$ cat config.mk
export PLATFORM = sky130hd
export DESIGN_NAME = cpd_front
export DESIGN_NICKNAME = d
export VERILOG_FILES = /design/src/rtl/cpd_pkg.sv /design/src/rtl/cpd_front.sv
export SDC_FILE = /design/constraint.sdc
export NUM_CORES = 1
export LEC_CHECK = 0
export ABC_AREA = 1
export BUFFER_PORTS_ARGS = -buffer_cell sky130_fd_sc_hd__buf_2
export CORE_AREA = 10 10 82 84
export CTS_CLUSTER_DIAMETER = 100
export DETAILED_ROUTE_END_ITERATION = 6
export DIE_AREA = 0 0 92 94
export PLACE_DENSITY = 0.81
export SLEW_MARGIN = 20
export SYNTH_ARGS = -nofsm -noshare
export SYNTH_HDL_FRONTEND = slang
export SYNTH_SLANG_ARGS = --single-unit
$ cat constraint.sdc
create_clock -name clock -period 1.6 [get_ports clock]
set_input_delay 0.16 -clock clock [delete_from_list [all_inputs] [get_ports clock]]
set_output_delay 0.16 -clock clock [all_outputs]
set_load 0.01 [all_outputs]
$ cat src/rtl/cpd_pkg.sv
`timescale 1ns / 1ps
// ----------------------------------------------------------------------------
// cpd_pkg
// types, codes and limits shared by the column post picture decoder
// ----------------------------------------------------------------------------
package cpd_pkg;

   // clip limits of the decoder
   localparam int MAX_TEX_DIM       = 1024;
   localparam int MAX_PATCH_COLUMNS = 1024;

   // queue depths
   localparam int CMD_DEPTH = 4;
   localparam int OUT_DEPTH = 4;

   // byte that ends a column
   localparam logic [7:0] END_OF_COLUMN = 8'hFF;
   // alpha forced into every pixel
   localparam logic [31:0] ALPHA_OPAQUE = 32'hFF000000;

   // request codes
   localparam logic [1:0] REQ_PAL_WRITE = 2'd0;
   localparam logic [1:0] REQ_START     = 2'd1;
   localparam logic [1:0] REQ_DATA      = 2'd2;

   // register indexes
   localparam logic [1:0] CSR_ORIGIN_X   = 2'd0;
   localparam logic [1:0] CSR_ORIGIN_Y   = 2'd1;
   localparam logic [1:0] CSR_TEX_WIDTH  = 2'd2;
   localparam logic [1:0] CSR_TEX_HEIGHT = 2'd3;

   localparam logic [10:0] TEX_DIM_RESET = 11'd64;

   typedef struct packed {
      logic [15:0] origin_x;
      logic [15:0] origin_y;
      logic [10:0] tex_width;
      logic [10:0] tex_height;
   } cfg_type;

   // work handed from front to back
   typedef struct packed {
      logic        is_pixel;   // 0 palette write, 1 pixel
      logic [7:0]  index;      // palette entry or pixel index
      logic [23:0] rgb;
      logic [9:0]  column;
      logic [8:0]  row;
   } cmd_type;

   localparam int CMD_W = $bits(cmd_type);
   localparam int OUT_W = 52;

endpackage

$ cat src/rtl/cpd_front.sv
`timescale 1ns / 1ps
// ----------------------------------------------------------------------------
// cpd_front
// post stream parser: tracks the post phase and issues palette writes and pixels
// ----------------------------------------------------------------------------
module cpd_front (
   input  logic             clock,
   input  logic             reset,
   input  logic             accept,
   input  logic [1:0]       req_type,
   input  logic [9:0]       req_column,
   input  logic [7:0]       req_pal_index,
   input  logic [23:0]      req_pal_rgb,
   input  logic [7:0]       req_data_byte,
   output logic             cmd_push,
   output cpd_pkg::cmd_type cmd
);
   import cpd_pkg::*;

   typedef enum logic [2:0] {
      PH_IDLE,
      PH_TOP,
      PH_LEN,
      PH_PAD,
      PH_PIX,
      PH_TRAIL
   } phase_type;

   phase_type  phase_ff, phase_in;
   logic [9:0] column_ff, column_in;
   logic [7:0] top_row_ff, top_row_in;
   logic [8:0] row_ff, row_in;
   logic [7:0] left_ff, left_in;

   always_comb begin
      phase_in   = phase_ff;
      column_in  = column_ff;
      top_row_in = top_row_ff;
      row_in     = row_ff;
      left_in    = left_ff;
      cmd_push   = 1'b0;
      cmd.is_pixel = 1'b0;
      cmd.index    = req_pal_index;
      cmd.rgb      = req_pal_rgb;
      cmd.column   = column_ff;
      cmd.row      = row_ff;
      if (accept) begin
         case (req_type)
            REQ_PAL_WRITE: begin
               cmd_push = 1'b1;
            end
            REQ_START: begin
               if (32'(req_column) < MAX_PATCH_COLUMNS) begin
                  column_in = req_column;
                  phase_in  = PH_TOP;
               end else begin
                  phase_in  = PH_IDLE;
               end
            end
            REQ_DATA: begin
               case (phase_ff)
                  PH_TOP: begin
                     if (req_data_byte == END_OF_COLUMN) begin
                        phase_in = PH_IDLE;
                     end else begin
                        top_row_in = req_data_byte;
                        phase_in   = PH_LEN;
                     end
                  end
                  PH_LEN: begin
                     left_in  = req_data_byte;
                     row_in   = {1'b0, top_row_ff};
                     phase_in = PH_PAD;
                  end
                  PH_PAD: begin
                     phase_in = (left_ff == 8'd0) ? PH_TRAIL : PH_PIX;
                  end
                  PH_TRAIL: begin
                     phase_in = PH_TOP;
                  end
                  PH_PIX: begin
                     cmd_push     = 1'b1;
                     cmd.is_pixel = 1'b1;
                     cmd.index    = req_data_byte;
                     row_in       = row_ff + 9'd1;
                     left_in      = left_ff - 8'd1;
                     if (left_ff == 8'd1) begin
                        phase_in = PH_TRAIL;
                     end
                  end
                  default: begin
                     phase_in = phase_ff;
                  end
               endcase
            end
            default: begin
               phase_in = phase_ff;
            end
         endcase
      end
   end

   always_ff @(posedge clock) begin
      if (reset) begin
         phase_ff   <= PH_IDLE;
         column_ff  <= '0;
         top_row_ff <= '0;
         row_ff     <= '0;
         left_ff    <= '0;
      end else begin
         phase_ff   <= phase_in;
         column_ff  <= column_in;
         top_row_ff <= top_row_in;
         row_ff     <= row_in;
         left_ff    <= left_in;
      end
   end

endmodule

==> results.md <==
- CP delay by family, top: buffers and inverters
- Vias in the first global route: 2,229
- Port Buffer Count: 59
- Chip width: 92 um
- Most common cell after layout, fill and taps aside: nand2_1
- CP required: 1.44 ns
- Max-slew violation count: 0
- Root Buffer: clkbuf_8
- Slew HR: 75.09%
- N_diodes: 0
- H-tree levels: 2
- Critical path class: reg -> out
- Top post-synthesis cells by area: dfxtp_1 32%, nand2_1 13%, nor2_1 9.3%
- Fin crit period: about 1.5 ns
- Kind of end point of the critical path: output pin
- Clk pin slew, worst setup/hold paths: 0.08 ns
- Peak Freq: roughly 0.65 GHz
- HPWL Detailed: 4847 um
- FF-to-FF path depth: 8
- Via count: ~2,300
- CP max stage cell: dfxtp_1
- Most frequent cells in the layout: 82 x nand2_1, 59 x buf_2, 58 x nor2_1, 36 x dfxtp_1, 33 x o21ai_0
- Core area: 5075 sq um
- Io pins: about 110
- Fin Clk Skew: around 0.0035 ns
- Cell Area, Synth: 2350 sq um
- GPL Wtd Cong: 0.8861
- Worst-Skew Late Latency: 0.29 ns
- Post-Layout Inst Area: 2715 sq um
- Critical path depth: 6
- Ys Warns: 0
- Drt pass-1 iters: 4
- Vias per cell: 5.000
- Crit Reg-Reg Endpoint: row_ff[8]
- Setup TNS Final: 0 ns
- Net count, final: 460
- Pwr Density: 814.2 nW/um^2
- Remaining Overflow, GRT: 0
- Final wirelength: between 6000 and 7000 um
- Die extent in y: 94 um
- Dpl cells: 457
- Die area: slightly below 9000 sq um
- Crit-path cells: inv_2 > nand3_4 > inv_6 > nand2_8 > o21ai_0 > buf_2
- Footprint of the multi-input gates: 1220 sq um
- Synth area leader: dfxtp_1
- Fin cells: approximately 470
- Register area: between 700 and 800 sq um
- Layout Area Growth over Synthesis: 15.55%
- Leakage power: about 1.3 nW
- Critical path's largest stage delay: 0.33 ns
- Cells after Synth: 358
- Critical path arrival: 1.38 ns
- Layout cells sized above 1: 24.06%
- Antenna violations before repair: 0
- Area after DPL: 2522 sq um
- Slew @ Worst Pin: between 0.3 and 0.4 ns
- Crit path max fanout: 17
- # clock sinks: 38
- Period utilisation layout: between 90% and 100%
- Setup violators final: 0
- Worst reg2reg setup slack: 0.19 ns
- Max-cap violations: 0
- TritonCTS buffer count: 5
- VDD IR max: 576.9 uV
- Initial DRC count: 175
- Clk buf depth: 2
- Starting Density: 46.30%
- Share of the synthesized area in the top cell type: 32.37%
- Row count: 26
- Syn avg cell area: about 6.6 sq um
- Syn nets: 420
- Setup crit end: cmd[49]
- Critical Path Source Type: flip-flop
- Largest net degree at the start of global routing: 20
- Post-synthesis sequential area ratio: 32.37%
- Buffers and inverters on the worst path: 3
- Worst hold path type: in -> reg
- First-pass GRT wire length: slightly above 10,000 um
- Flops & latches, synth: 38
- Antenna-violating nets left: 0
- Distinct cells, synth: 32
- CP startpoint: phase_ff[0]
- Gr usage total: between 10% and 20%
- Fillers: 505
- Fin util: 53.50%
- Wirelength per Cell: 13.62 um
- CTS tree: built
- RR Startpoint: phase_ff[0]
- Status: finished clean
- Hold Fails Final Rpt: 0
- Power consumption: 2.211 mW
- # DRC: 0
==> worst reg2reg max path: cells and delay by family (launching register included) <==
family,cells,cell delay [ns]
buf+inv,2,0.23
flops,1,0.33
simple gates,5,0.60
compound gates,1,0.17
==> metal layers <==
metal,vias to the layer above,part of all wire (%),GRT usage [%]
li1,1195,-,-
met1,1042,42,16.10
met2,97,46,24.71
met3,11,11,6.315
met4,0,1.3,4.627
met5,-,0,0
==> how the worst min path moves through the flow <==
stage                     start            end  slack [ns]  depth (start not counted)
2_1_floorplan  req_data_byte[2]  top_row_ff[2]        0.30                          2
3_3_place_gp     req_pal_rgb[3]        cmd[22]        0.32                          0
3_5_place_dp     req_pal_rgb[3]        cmd[22]        0.32                          0
4_1_cts           req_column[7]   column_ff[7]        0.10                          3
5_1_grt           req_column[7]   column_ff[7]        0.11                          3
6_report          req_column[7]   column_ff[7]        0.11                          3
==> report_power, final <==
part	switching, mW	internal (mW)
clock network	0.364	0.625
logic	0.142	0.0995
registers	0.0123	0.967
==> sequential cells by signal (all words and copies together) (netlist names) <==
name,cells
column_ff,10
left_ff,8
phase_ff,3
row_ff,9
top_row_ff,8
==> repair_timing <==
action | CTS | global route
gates resized for setup | 7 | 4
endpoints found under the hold margin | 0 | 0
gates cloned | 0 | 0
hold buffers | 0 | 0
setup endpoints to repair | 3 | 8
pin swaps | 0 | 1
setup buffers | 0 | 4
==> stage by stage <==
stage                     hold slack, ns  worst slack, ns
final                             0.1110          0.06273
after global routing              0.1066         -0.01019
after CTS                         0.1024          0.02276
after detailed placement          0.3201           0.1091
after global placement            0.3201           0.1684
after floorplan                   0.3026           0.2984
==> logic make-up after synthesis <==
family	count (synthesis)	synth area share, %
compound gates	75	16.88
xor+xnor	1	0.3728
fa+ha+maj	7	3.727
buf+inv	71	16.56
flops	38	32.37
simple gates	166	30.09
==> layout make-up <==
cell class                 count  share of cell area [%]
tap                           70                   3.226
sequential                    38                   28.11
clock inverter                 3                   2.535
clock buffer                   5                   2.535
inverter                      35                   5.023
multi-input combinational    249                   44.93
timing repair buffer          69                   13.64
==> synthesized netlist by cell type (all sizes together) <==
| master | number |
|---|---|
| ha | 7 |
| nand2 | 85 |
| nand3b | 2 |
| o21a | 2 |
| buf | 33 |
| o21ai | 41 |
| a31oi | 2 |
| clkinv | 1 |
| clkbuf | 3 |
| nand3 | 16 |
| nor2 | 60 |
| o21bai | 1 |
| dfxtp | 38 |
| o22ai | 1 |
| nor3 | 1 |
| a21oi | 27 |
| o211ai | 1 |
| inv | 34 |
| xnor2 | 1 |
| nand4 | 2 |
Note: power is estimated with default switching activity, not from simulation.
