===== config.mk =====
export PLATFORM = sky130hd
export DESIGN_NAME = cpd_fifo
export DESIGN_NICKNAME = d
export VERILOG_FILES = /design/src/rtl/cpd_fifo.sv
export SDC_FILE = /design/constraint.sdc
export NUM_CORES = 1
export LEC_CHECK = 0
export BUFFER_PORTS_ARGS = -buffer_cell sky130_fd_sc_hd__buf_4
export CELL_PAD_IN_SITES_DETAIL_PLACEMENT = 1
export CELL_PAD_IN_SITES_GLOBAL_PLACEMENT = 2
export CORE_ASPECT_RATIO = 0.5
export CORE_MARGIN = 10
export CORE_UTILIZATION = 44
export CTS_CLUSTER_DIAMETER = 80
export DETAILED_ROUTE_END_ITERATION = 10
export PLACE_DENSITY_LB_ADDON = 0.1
export SLEW_MARGIN = 20
export SYNTH_ARGS = -nofsm -noshare
export SYNTH_HDL_FRONTEND = slang
export SYNTH_SLANG_ARGS = --single-unit

===== constraint.sdc =====
create_clock -name clock -period 5.06 [get_ports clock]
set_clock_uncertainty 0.1 [all_clocks]
set_input_delay 1.012 -clock clock [delete_from_list [all_inputs] [get_ports clock]]
set_output_delay 1.012 -clock clock [all_outputs]
set_load 0.03 [all_outputs]

===== src/rtl/cpd_fifo.sv =====
`timescale 1ns / 1ps
// ----------------------------------------------------------------------------
// cpd_fifo
// small register queue with fill count, head shown combinationally
// ----------------------------------------------------------------------------
module cpd_fifo #(
   parameter int WIDTH = 8,
   parameter int DEPTH = 4
) (
   input  logic                         clock,
   input  logic                         reset,
   input  logic                         push,
   input  logic [WIDTH-1:0]             push_data,
   input  logic                         pop,
   output logic [WIDTH-1:0]             head_data,
   output logic [$clog2(DEPTH+1)-1:0]   count
);
   localparam int PTR_W = (DEPTH > 1) ? $clog2(DEPTH) : 1;
   localparam int CNT_W = $clog2(DEPTH+1);

   logic [WIDTH-1:0] mem_ff [DEPTH];
   logic [PTR_W-1:0] wr_ptr_ff, wr_ptr_in;
   logic [PTR_W-1:0] rd_ptr_ff, rd_ptr_in;
   logic [CNT_W-1:0] count_ff, count_in;

   function automatic logic [PTR_W-1:0] next_ptr(input logic [PTR_W-1:0] p);
      next_ptr = (p == PTR_W'(DEPTH-1)) ? '0 : p + PTR_W'(1);
   endfunction

   always_comb begin
      wr_ptr_in = push ? next_ptr(wr_ptr_ff) : wr_ptr_ff;
      rd_ptr_in = pop  ? next_ptr(rd_ptr_ff) : rd_ptr_ff;
      count_in  = count_ff;
      if (push && !pop) begin
         count_in = count_ff + CNT_W'(1);
      end else if (pop && !push) begin
         count_in = count_ff - CNT_W'(1);
      end
   end

   always_ff @(posedge clock) begin
      if (reset) begin
         wr_ptr_ff <= '0;
         rd_ptr_ff <= '0;
         count_ff  <= '0;
      end else begin
         wr_ptr_ff <= wr_ptr_in;
         rd_ptr_ff <= rd_ptr_in;
         count_ff  <= count_in;
      end
   end

   always_ff @(posedge clock) begin
      if (push) begin
         mem_ff[wr_ptr_ff] <= push_data;
      end
   end

   assign head_data = mem_ff[rd_ptr_ff];
   assign count     = count_ff;

endmodule


==> impl_metrics.env, run 1 <==
export IMPL_post_place_cells=155
export IMPL_grt_max_degree=13
export IMPL_fin_area_mm2=0.001902
export IMPL_dpl_instance_area_mm2=0.001798
export IMPL_ant_nets=0
export IMPL_fp_dieH_um=62.45
export IMPL_reg2regPathDepth=4
export IMPL_initial_core_util_pct=45.91
export IMPL_r2r_start="count[0]"
export IMPL_core_area_mm2=0.003453
export IMPL_syn_area_mm2=0.001585
export IMPL_endpoint="head_data[5]"
export IMPL_clk_latency_ns=0.28
export IMPL_yosys_warnings=0
export IMPL_synthSimpleGateAreaFrac_pct=4.104
export IMPL_drtIter0Drc=9
export IMPL_hold_depth=2
export IMPL_num_rows=15
export IMPL_drc=0
export IMPL_grt_pass1_vias=931
export IMPL_wl_per_cell_um=18.18
export IMPL_ioPinCount=23
export IMPL_fp_dieArea_mm2=0.006550
export IMPL_cts_path_max_buffers=2
export IMPL_critPathRequiredTime_ns=3.95
export IMPL_rsz0062_at_grt="no"
export IMPL_cts_tree="yes"
export IMPL_p_per_area_mw_per_mm2=393.7
export IMPL_portBuffers=22
export IMPL_fin_util_pct=55.07
export IMPL_htree_num_levels=2
export IMPL_endpoint_kind="output pin"
export IMPL_status="completed"
export IMPL_gr_total_overflow=0
export IMPL_final_common_cell="edfxtp_1"
export IMPL_clock_fmax_mhz=351.2
export IMPL_cts_hold_buf=0
export IMPL_antenna_found_initial=0
export IMPL_muxShareOfSynthArea_pct=13.89
export IMPL_nNetsFinal=130
export IMPL_finalSetupTns_ns=0
export IMPL_vias_per_cell=4.846
export IMPL_maxCapViolCount=0
export IMPL_cp_start_kind="flop"
export IMPL_seq_power_share_pct=53.1
export IMPL_worst_r2r_setup_slack_ns=3.49
export IMPL_critPathArrivalTime_ns=1.74
export IMPL_synth_compound_area_share_pct=0.9471
export IMPL_post_cts_buffers=0
export IMPL_yosysSeqAreaShare_pct=71.98
export IMPL_swShare_pct=23.55
export IMPL_gp_congestion=0.7292
export IMPL_fin_crit_sh_pct=56.27
export IMPL_final_min_clock_period_ns=2.847
export IMPL_p_comb_share_pct=14.0
export IMPL_synth_area_per_cell_um2=18.87
export IMPL_ys_types=16
export IMPL_yosys_area_share_adder_pct=5.998
export IMPL_yosys_register_bits=41
export IMPL_critPathKind="flop to output pin"
export IMPL_cts_clk_slew_worst_paths_ns=0.07
export IMPL_drive_above_1_share_pct=33.33
export IMPL_synth_nets=103
export IMPL_p_leak_nw=0.7075
export IMPL_hold_viol=0
export IMPL_antenna_cells=0
export IMPL_hold_class="flop to flop"
export IMPL_switchingPower_uw=176.3
export IMPL_vdd_ir_drop_max_mv=0.2206
export IMPL_slew_viol_final=0
export IMPL_p_int_uw=572.4
export IMPL_dp_slack_ns=2.436
export IMPL_syn_inst=84
export IMPL_dr_pass1_iters=4
export IMPL_synth_top_family_by_area="multiplexers"
export IMPL_mostFrequentLayoutCells="edfxtp_1, buf_4, dfxtp_1, mux4_2, nor2_1"
export IMPL_cts_resized=0
export IMPL_max_slew_worst_pin_slew_ns=0.5707
export IMPL_setup_ws_ns=2.213
export IMPL_clkPwrFrac_pct=32.9
export IMPL_wl_um=2945
export IMPL_slew_headroom_pct=61.90
export IMPL_area_growth_pct=19.97
export IMPL_finalSetupViolCount=0
export IMPL_cts_buffers=5
export IMPL_fin_cells=162
export IMPL_grt_pass1_wl_um=4919
export IMPL_synthXorXnorAreaFrac_pct=1.105
export IMPL_dr_total_vias=785
export IMPL_crit_fanout=8
export IMPL_fp_dieW_um=104.9
export IMPL_grt_use_total_pct=9.603
export IMPL_dp_hpwl_um=2126
export IMPL_reg2reg_to="count[2]"
export IMPL_n_fill_cell=338
export IMPL_cts_root_buf="clkbuf_8"
export IMPL_clkSinkCount=41
[flip-flops by register name, summed over array words and instances, names as in the netlist, named ones only]
name,flops
mem_ff,32
rd_ptr_ff,2
wr_ptr_ff,2
count,3
[worst max-delay path, stage by stage (launching register included)]
cell     delay [ns]
dfxtp_1        0.68
mux4_2         0.58
buf_4          0.19
[cell usage after synthesis, drive strengths merged]
library cell  instances  area share, %
a21oi                 2           0.63
and2                  4            1.6
buf                   1           0.71
clkbuf                1           0.32
dfxtp                 9             11
edfxtp               32             61
fa                    1            1.3
ha                    6            4.7
inv                   4           0.95
mux2i                 4            2.5
mux4                  8             11
nor2                  7            1.7
nor3b                 1           0.47
o21ai                 1           0.32
or3                   1           0.39
xor2                  2            1.1
[area by class of cell]
| type | count | area (um^2) | area share, % |
|---|---|---|---|
| Clock inverter | 2 | 35.03 | 1.842 |
| Timing Repair Buffer | 22 | 165.2 | 8.684 |
| Sequential cell | 41 | 1141 | 60.00 |
| Multi-Input combinational cell | 37 | 412.9 | 21.71 |
| Clock buffer | 5 | 68.82 | 3.618 |
| Inverter | 4 | 15.01 | 0.7895 |
| Tap cell | 51 | 63.81 | 3.355 |
[logic make-up after synthesis]
kind of cell	after synthesis
compound gates	3
flops	41
simple gates	13
buf+inv	6
mux	12
xor+xnor	2
fa+ha+maj	7
[power groups by stage]
stage | logic (mW) | clock network, mW | registers [mW]
floorplan | 0.0615 | 0 | 0.406
global placement | 0.100 | 0 | 0.403
detailed placement | 0.106 | 0 | 0.406
CTS | 0.107 | 0.254 | 0.398
global route | 0.115 | 0.270 | 0.400
finish | 0.105 | 0.246 | 0.397
[per-layer routing]
metal / track usage [%] / routed length, um
met1: 10.63 / 1266
met2: 16.77 / 1520
met3: 4.218 / 159
met4: 2.041 / 0
met5: 0 / 0
[how the worst min path moves through the flow]
stage                 startpoint  slack (ns)  endpoint
floorplan           rd_ptr_ff[1]        0.39      flop
global placement        count[2]        0.37  count[2]
detailed placement      count[2]        0.41  count[2]
CTS                     count[2]        0.42  count[2]
global route            count[2]        0.45  count[2]
finish                  count[2]        0.43  count[2]
[through the flow]
| step | total power, mW | hold slack, ns |
|---|---|---|
| 3_5_place_dp | 0.5120 | 0.4087 |
| 3_3_place_gp | 0.5031 | 0.3720 |
| 4_1_cts | 0.7599 | 0.4219 |
| 5_1_grt | 0.7849 | 0.4549 |
| 6_report | 0.7487 | 0.4286 |
| 2_1_floorplan | 0.4677 | 0.3915 |
Power figures use the tool's default switching activity.
==> inputs of run 2 (changes only) <==
--- a/config.mk
+++ b/config.mk
@@ -10,7 +10,7 @@
 export CELL_PAD_IN_SITES_GLOBAL_PLACEMENT = 2
 export CORE_ASPECT_RATIO = 0.5
 export CORE_MARGIN = 10
-export CORE_UTILIZATION = 44
+export CORE_UTILIZATION = 37
 export CTS_CLUSTER_DIAMETER = 80
 export DETAILED_ROUTE_END_ITERATION = 10
 export PLACE_DENSITY_LB_ADDON = 0.1
==> constraint.sdc (replaced) <==
create_clock -name clock -period 2.5 [get_ports clock]
set_clock_uncertainty 0.1 [all_clocks]
set_input_delay 0.5 -clock clock [delete_from_list [all_inputs] [get_ports clock]]
set_output_delay 0.5 -clock clock [all_outputs]
set_load 0.03 [all_outputs]
==> run 2 against run 1 <==
Effect of this change:
- worst setup slack lost 1.8 ns
- hold slack lost 0.13 ns
- sequential power grew 100%
- critical endpoint is now head_data[4]
- cell count grew 3.1%
- register-to-register slack lost 2.6 ns
- utilization shrank 7.7 points
- count of clock-buffer cells in the layout is the same
==> impl_metrics.env, run 2 (synthesis results as in run 1) <==
export IMPL_final_common_cell="edfxtp_1"
export IMPL_ioPinCount=23
export IMPL_finalSetupTns_ns=0
export IMPL_drc=0
export IMPL_grt_pass1_vias=938
export IMPL_htree_num_levels=2
export IMPL_portBuffers=22
export IMPL_final_min_clock_period_ns=2.122
export IMPL_drive_above_1_share_pct=33.63
export IMPL_fp_dieArea_mm2=0.007462
export IMPL_n_fill_cell=402
export IMPL_largest_register_ff_count=32
export IMPL_cts_clk_slew_worst_paths_ns=0.08
export IMPL_fin_area_mm2=0.001896
export IMPL_dr_pass1_iters=3
export IMPL_clkSinkCount=41
export IMPL_antenna_cells=0
export IMPL_grt_use_total_pct=8.594
export IMPL_fp_dieW_um=112.6
export IMPL_slew_viol_final=0
export IMPL_critPathArrivalTime_ns=1.52
export IMPL_wl_um=3023
export IMPL_status="completed"
export IMPL_cts_tree="yes"
export IMPL_vdd_ir_drop_max_mv=0.2229
export IMPL_mostFrequentLayoutCells="edfxtp_1, buf_4, dfxtp_1, mux4_2, nor2_1"
export IMPL_dr_total_vias=802
export IMPL_wl_per_cell_um=18.10
export IMPL_critPathRequiredTime_ns=1.90
export IMPL_p_per_area_mw_per_mm2=760.2
export IMPL_grt_max_degree=14
export IMPL_wl_met3_um=117
export IMPL_rsz0062_at_grt="no"
export IMPL_cts_path_max_buffers=2
export IMPL_fin_util_pct=47.34
export IMPL_cts_root_buf="clkbuf_8"
export IMPL_maxCapViolCount=0
export IMPL_wl_met2_um=1437
export IMPL_fin_crit_sh_pct=84.88
export IMPL_gr_total_overflow=0
export IMPL_finalSetupViolCount=0
export IMPL_antenna_found_initial=0
export IMPL_dp_hpwl_um=2179
export IMPL_cp_start_kind="flop"
export IMPL_clock_fmax_mhz=471.2
export IMPL_slew_headroom_pct=67.71
export IMPL_max_slew_worst_pin_slew_ns=0.4843
export IMPL_hold_viol=0
export IMPL_multiInputGateArea_um2=412.9
export IMPL_vias_per_cell=4.802
export IMPL_cts_buffers=5
export IMPL_core_area_mm2=0.004004
export IMPL_critPathKind="flop to output pin"
export IMPL_nNetsFinal=131
export IMPL_num_rows=16
export IMPL_regMostFlops="mem_ff"
export IMPL_fp_dieH_um=66.29
export IMPL_crit_fanout=8
export IMPL_endpoint_kind="output pin"
export IMPL_gp_congestion=0.7905
export IMPL_clk_latency_ns=0.29
export IMPL_grt_pass1_wl_um=4830
export IMPL_initial_core_util_pct=39.59
export IMPL_top_layer="met4"
export IMPL_wirelength_met1_um=1428
export IMPL_post_cts_buffers=0
export IMPL_hold_class="primary input to flop"
export IMPL_cts_hold_buf=0
export IMPL_ant_nets=0
export IMPL_dpl_instance_area_mm2=0.001809
export IMPL_p_leak_nw=0.7042
export IMPL_p_total_mw=1.441
export IMPL_regArea_mm2=0.001141
export IMPL_drtIter0Drc=67
export IMPL_timing_hold_ws_ns=0.3010
export IMPL_area_growth_pct=19.57
export IMPL_cts_resized=0
==> run 2: cell types whose count changed in the layout (fill, tap and decap cells not counted) <==
cell       previous run  this run
buf_4                22        23
bufinv_16             1         0
clkinv_1              0         1
clkinv_4              0         1
==> run 2: per-layer routing <==
| layer | global-route usage, % | vias up |
|---|---|---|
| met5 | 0 | - |
| met4 | 3.774 | 0 |
| li1 | - | 373 |
| met2 | 13.93 | 18 |
| met1 | 10.22 | 406 |
| met3 | 2.989 | 5 |
==> run 2: through the flow <==
stage               cells  worst slack, ns
floorplan              84           0.6383
global placement      159           0.4802
detailed placement    159           0.3520
CTS                   167           0.3328
global route          167           0.3072
finish                167           0.3780
==> run 2: layout make-up <==
cell class | instances | share of cell area [%]
tap | 54 | 3.564
clock inverter | 3 | 0.9241
timing repair buffer | 23 | 9.109
clock buffer | 5 | 3.630
sequential | 41 | 60.20
multi-input combinational | 37 | 21.78
inverter | 4 | 0.7921
==> run 2: final timing paths <==
path / from / endpoint / slack (ns) / cells past startpoint
setup / recovery: flop / head_data[4] / 0.38 / 3
setup reg to reg: count[0] / count[2] / 0.93 / 4
hold / removal: push_data[2] / mem_ff[1][2] / 0.30 / 1
hold reg to reg: count[2] / count[2] / 0.41 / 2
==> run 2: critical path: stages (launching register included) <==
cell and delay [ns]:
dfxtp_1 0.31, buf_4 0.20, mux4_2 0.53, buf_4 0.18
==> run 2: where the power goes <==
part           total (mW)  internal, mW  leakage (nW)  switching [mW]
logic               0.217        0.0948         0.290           0.122
registers           0.798         0.775         0.368          0.0232
clock network       0.426         0.193        0.0455           0.233
